--- config.mk ---
export PLATFORM = sky130hd
export DESIGN_NAME = pgal_div
export DESIGN_NICKNAME = d
export VERILOG_FILES = /design/src/hw/rtl/pgal_pkg.sv /design/src/hw/rtl/pgal_div.sv
export SDC_FILE = /design/constraint.sdc
export NUM_CORES = 1
export LEC_CHECK = 0
export ABC_AREA = 1
export CORE_ASPECT_RATIO = 0.6
export CORE_UTILIZATION = 58
export CTS_CLUSTER_SIZE = 28
export DETAILED_ROUTE_END_ITERATION = 10
export DONT_BUFFER_PORTS = 1
export PLACE_DENSITY = 0.76
export RECOVER_POWER = 100
export SKIP_LAST_GASP = 1
export SYNTH_ARGS = -nofsm -noshare
export SYNTH_HDL_FRONTEND = slang
export SYNTH_SLANG_ARGS = --single-unit
export TNS_END_PERCENT = 100
--- constraint.sdc ---
create_clock -name clk -period 3.4 [get_ports clk]
set_clock_uncertainty 0.1 [all_clocks]
set_input_delay 0.34 -clock clk [delete_from_list [all_inputs] [get_ports clk]]
set_output_delay 0.34 -clock clk [all_outputs]
set_load 0.02 [all_outputs]
--- src/hw/rtl/pgal_pkg.sv ---
// Shared types, constants and helpers of the colored page bitmap allocator.
`default_nettype none
package pgal_pkg;

  localparam int FRAME_W     = 40;
  localparam int SLOT_IN_W   = 3;
  localparam int GROUP_OUT_W = 4;

  localparam int DEF_CPU_SLOTS      = 8;
  localparam int DEF_GROUPS         = 16;
  localparam int DEF_PAGES_IN_GROUP = 64;
  localparam int DEF_WORD_BITS      = 64;

  localparam logic [FRAME_W-1:0] BASE_RESET = 40'd1053952;

  localparam logic OP_ALLOC = 1'b0;
  localparam logic OP_FREE  = 1'b1;

  typedef enum logic [1:0] {
    ST_OK      = 2'd0,
    ST_EMPTY   = 2'd1,
    ST_OUTSIDE = 2'd2
  } status_t;

  typedef struct packed {
    logic                 opcode;
    logic [SLOT_IN_W-1:0] cpu_slot;
    logic [FRAME_W-1:0]   page_frame;
  } in_item_t;

  typedef struct packed {
    status_t                status;
    logic [FRAME_W-1:0]     alloc_frame;
    logic [GROUP_OUT_W-1:0] alloc_group;
  } out_item_t;

  typedef enum logic [3:0] {
    S_CLEAR,
    S_IDLE,
    S_NGRD,
    S_SCAN,
    S_CLRBIT,
    S_MUL,
    S_ADD,
    S_DIV1,
    S_DIV2,
    S_DIV3,
    S_FRD,
    S_FWR
  } state_t;

  typedef enum logic [1:0] {
    DIV_GROUPS,
    DIV_PAGES,
    DIV_WORD
  } div_sel_t;

  typedef struct packed {
    logic run;
    logic done;
  } div_stat_t;

  function automatic int clog2_min1(input int v);
    return (v > 1) ? $clog2(v) : 1;
  endfunction

endpackage
`default_nettype wire

--- src/hw/rtl/pgal_div.sv ---
// Constant-divisor divider by reciprocal multiplication on one shared multiplier.
`default_nettype none
module pgal_div import pgal_pkg::*; #(
  parameter int DW     = 13,
  parameter int VW     = 7,
  parameter int D_GRP  = DEF_GROUPS,
  parameter int D_PAGE = DEF_PAGES_IN_GROUP,
  parameter int D_WORD = DEF_WORD_BITS
) (
  input  wire logic          clk,
  input  wire logic          rst_n,
  input  wire logic          start,
  input  wire div_sel_t      sel,
  input  wire logic [DW-1:0] dividend,
  output div_stat_t          stat,
  output logic      [DW-1:0] quo,
  output logic      [VW-1:0] rem
);

  localparam int SH_GRP  = DW + $clog2(D_GRP);
  localparam int SH_PAGE = DW + $clog2(D_PAGE);
  localparam int SH_WORD = DW + $clog2(D_WORD);
  localparam int MW0     = DW + 2;
  localparam int MW      = (MW0 > VW) ? MW0 : VW;
  localparam int PW      = DW + MW;
  localparam logic [MW-1:0] M_GRP  = MW'(((64'd1 << SH_GRP) + D_GRP - 1) / D_GRP);
  localparam logic [MW-1:0] M_PAGE = MW'(((64'd1 << SH_PAGE) + D_PAGE - 1) / D_PAGE);
  localparam logic [MW-1:0] M_WORD = MW'(((64'd1 << SH_WORD) + D_WORD - 1) / D_WORD);

  logic          run_r;
  logic          done_r;
  logic          ph_r;
  div_sel_t      sel_r;
  logic [DW-1:0] x_r;
  logic [DW-1:0] quo_r;
  logic [VW-1:0] rem_r;

  logic [MW-1:0] m_sel;
  logic [MW-1:0] d_sel;
  logic [DW-1:0] mul_a;
  logic [MW-1:0] mul_b;
  logic [PW-1:0] prod;
  logic [DW-1:0] q_est;
  logic [DW-1:0] diff;

  always_comb begin
    case (sel_r)
      DIV_GROUPS: begin
        m_sel = M_GRP;
        d_sel = MW'(D_GRP);
      end
      DIV_PAGES: begin
        m_sel = M_PAGE;
        d_sel = MW'(D_PAGE);
      end
      DIV_WORD: begin
        m_sel = M_WORD;
        d_sel = MW'(D_WORD);
      end
      default: begin
        m_sel = M_GRP;
        d_sel = MW'(D_GRP);
      end
    endcase
  end

  assign mul_a = ph_r ? quo_r : x_r;
  assign mul_b = ph_r ? d_sel : m_sel;
  assign prod  = PW'(mul_a) * PW'(mul_b);
  assign diff  = x_r - prod[DW-1:0];

  always_comb begin
    case (sel_r)
      DIV_GROUPS: q_est = DW'(prod >> SH_GRP);
      DIV_PAGES:  q_est = DW'(prod >> SH_PAGE);
      DIV_WORD:   q_est = DW'(prod >> SH_WORD);
      default:    q_est = DW'(prod >> SH_GRP);
    endcase
  end

  always_ff @(posedge clk) begin
    if (!rst_n) begin
      run_r  <= 1'b0;
      done_r <= 1'b0;
      ph_r   <= 1'b0;
    end else begin
      done_r <= 1'b0;
      if (start && !run_r) begin
        run_r <= 1'b1;
        ph_r  <= 1'b0;
      end else if (run_r) begin
        ph_r <= !ph_r;
        if (ph_r) begin
          run_r  <= 1'b0;
          done_r <= 1'b1;
        end
      end
    end
  end

  always_ff @(posedge clk) begin
    if (start && !run_r) begin
      x_r   <= dividend;
      sel_r <= sel;
    end else if (run_r) begin
      if (!ph_r) begin
        quo_r <= q_est;
      end else begin
        rem_r <= VW'(diff);
      end
    end
  end

  assign stat.run  = run_r;
  assign stat.done = done_r;
  assign quo       = quo_r;
  assign rem       = rem_r;

endmodule
`default_nettype wire

==> results.py <==
metrics = {
    "clock_network": {
        "cts_tree": "built",
        "path_clk_slew_ns": 0.08,
        "cts.sinks": 35,
        "cts_root_buf": "clkbuf_8",
        "cts_buffers": 5,
        "clk_path_buf_depth": 2,
        "htree_levels": 2,
        "clk_latency_ns": 0.30,
    },
    "synth": {
        "ys_seq_area_frac": 0.352,
        "synth.distinct_cells": 34,
        "yosys.area_share.simple": 0.259,
        "synth-compound-area-share": 0.0341,
        "muxShareOfSynthArea": 0,
        "yosysWarnings": 0,
        "synth_area_sq_um": 2900,
        "synthCells": 345,
        "synth-xor-area-share": 0.0121,
        "synth_fa_ha_area_frac": 0.232,
        "avgSynthCellArea_sq_um": 8.40,
        "synth_top_family_by_area": "simple AND/OR/NAND/NOR gates",
        "ys_ff_latch": 35,
    },
    "grt": {
        "grtUsageTotal": 0.290,
        "grt_pass1_vias": 2256,
        "grt.overflow.total": 0,
        "grt_first_pass_wirelength_mm": 11.1,
        "grt_max_degree": 18,
        "antenna_found_initial": 2,
    },
    "timing": {
        "layout_min_cycle_time_ns": 3.56,
        "final_hold_viol_count": 0,
        "worst_slack_ns": -0.164,
        "final-max-slew-violation-count": 0,
        "rsz0062_at_grt": "yes",
        "setup_viol": 10,
        "post-route-period-util": 1.05,
        "final.setup.tns_ns": -1.29,
        "worst_pin_slew_ns": 0.759,
        "maxSlewHeadroom": 0.494,
        "max_freq_mhz": 281,
    },
    "drt": {
        "wire_per_inst_microns": 16.1,
        "vias": 2462,
        "first_iter_violations": 142,
        "via_per_inst": 5.50,
        "wirelength_mm": 7.22,
        "postRouteAntennaNets": 0,
        "post-route-drc-count": 0,
        "first_pass_iters": 5,
    },
    "setup_path": {
        "path_delay_family": "adder cells",
        "crit_path_cell_trace": "xnor2_2, buf_4, inv_6, nor3_4, ha_2, ha_4, ha_4, ha_4, inv_2, fa_1, inv_1, ha_1, nand2_1, inv_1, nand2_2, nand2_2, nand2_2, nand2_2, nand2_1, nand3_1, nand3_2, nand2_1",
        "critical_path_required_ns": 3.36,
        "slowest_delay_ns": 0.48,
        "crit_fanout": 6,
        "worst-path-buf-inv": 5,
        "crit_path_start": "sel_r[0]",
        "cpMaxStageDelayCell": "fa_1",
        "startpoint_type": "flip-flop",
        "r2r-start": "sel_r[0]",
        "crit_arrival_ns": 3.53,
        "path_class": "reg2reg",
        "endpoint_kind": "flip-flop",
        "worst_path_most_repeated_cell": "nand2_2",
    },
    "final_layout": {
        "fillers": 335,
        "num_antenna_cells": 0,
        "fin_util": 0.760,
        "fin_nets": 452,
        "drive_gt1_frac": 0.296,
        "instances_no_fill": 448,
        "syn2layout_area_growth_pct": 22.9,
    },
    "place": {
        "dp_hpwl_mm": 5.74,
        "place_inst": 436,
        "port_buffers": 0,
        "place_congestion": 0.975,
        "post-place-ws_ns": -0.266,
    },
    "status": {
        "status": "complete, but fails checks",
        "violations": "setup timing",
    },
    "floorplan": {
        "ios": 40,
        "coreArea_sq_um": 4680,
        "dieArea_sq_um": 5290,
        "initial_core_util": 0.618,
        "fp.dieH_microns": 56.7,
        "die_width_microns": 93.2,
        "rows": 19,
    },
    "power": {
        "p_leak_nw": 1.70,
        "peakVddDrop_uv": 272,
        "p_per_area_nw_per_um2": 374,
    },
    "min_path": {
        "hp-start": "dividend[10]",
        "hp-class": "in2reg",
    },
    "run": {
        "maxCapViolations": 0,
    },
}
## synthesized netlist by cell type (all sizes together)
master | count | share of area
xnor2 | 2 | 0.0060
nor3b | 1 | 0.0043
clkbuf | 3 | 0.0039
conb | 1 | 0.0013
dfxtp | 3 | 0.021
nor3 | 20 | 0.040
buf | 10 | 0.029
fa | 6 | 0.041
edfxtp | 32 | 0.33
o21a | 2 | 0.0052
nor2 | 37 | 0.049
ha | 44 | 0.19
nand3b | 2 | 0.0052
nor4 | 1 | 0.0022
and2 | 1 | 0.0022
nand3 | 29 | 0.056
nand2 | 75 | 0.10
inv | 58 | 0.077
a21oi | 11 | 0.020
o21ai | 5 | 0.0086
xor2 | 2 | 0.0060
## area by class of cell
class                           instances  area [sq um]  area share
Clock inverter                          3          20.0     0.00563
Multi-Input combinational cell        247          1900       0.534
Tap cell                               63          78.8      0.0222
Sequential cell                        35          1020       0.287
Timing Repair Buffer                   37           240      0.0675
Inverter                               58           228      0.0640
Clock buffer                            5          68.8      0.0193
## state kept, by name, indices dropped and copies added (netlist names)
register / count
ph_r: 1
run_r: 1
x_r: 13
rem: 7
sel_r: 2
done_r: 1
quo: 10
## power by group
| group | total [mW] | internal, mW | switching [mW] |
|---|---|---|---|
| Sequential | 0.539 | 0.510 | 0.0282 |
| Combinational | 0.478 | 0.194 | 0.284 |
| Clock | 0.316 | 0.143 | 0.173 |
| Total | 1.33 | 0.847 | 0.485 |
## metal layers
layer | up-vias | wire length, microns | GRT usage
met5 | - | 27 | 0
met4 | 4 | 91 | 0.0747
met3 | 13 | 579 | 0.0772
met2 | 94 | 3000 | 0.433
met1 | 1164 | 3520 | 0.415
li1 | 1187 | - | -
## what timing repair did
item	4_1_cts	5_1_grt
buffers inserted	1	3
pin swaps	15	22
setup endpoints to repair	10	10
hold buffers	0	0
hold endpoints to repair	0	0
gates resized for setup	20	33
## final timing paths
check             to  slack [ns]  cells past startpoint
min          x_r[10]        0.02                      0
max           quo[6]       -0.16                     22
max reg2reg   quo[6]       -0.16                     22
min reg2reg   rem[1]        0.36                      0
## kinds of logic (layout without fill, tap and decap cells)
group | Yosys count | count (layout)
AND/OR/NAND/NOR | 166 | 166
buffers and inverters | 71 | 103
adder cells (fa/ha/maj) | 50 | 50
flip-flops | 35 | 35
AO/OA/AOI/OAI | 18 | 18
XOR/XNOR | 4 | 4
other | 1 | 9
## per-stage QoR
stage | hold slack, ns | total power [mW] | instance area (sq um)
4_1_cts | 0.0189 | 1.31 | 3450
3_3_place_gp | 0.334 | 0.968 | 3290
6_report | 0.0249 | 1.33 | 3560
5_1_grt | 0.0212 | 1.39 | 3560
2_1_floorplan | 0.326 | 0.844 | 3070
3_5_place_dp | 0.334 | 0.977 | 3290
## cells in the final DEF, fill, tap and decap left out, types with 2 or more instances in the layout
cell        netlist  routed
a21oi_1          10       8
a21oi_2           1       3
buf_4             5      27
clkbuf_1          3      10
clkbuf_8          0       5
clkinvlp_4        0       2
conb_1            1       9
dfxtp_1           3       2
edfxtp_1         32      32
fa_1              6       5
ha_1             44      31
ha_2              0       3
ha_4              0      10
inv_1            54      51
inv_2             3       5
inv_6             1       2
nand2_1          71      45
nand2_2           4      29
nand3_1          27      19
nand3_2           1       8
nand3_4           1       2
nand3b_1          2       2
nor2_1           36      34
nor2_2            1       3
nor3_1           17      13
nor3_2            3       5
nor3_4            0       2
o21a_1            2       2
o21ai_0           4       3
xor2_1            2       2
No activity file was read; power rests on OpenSTA's default activity.
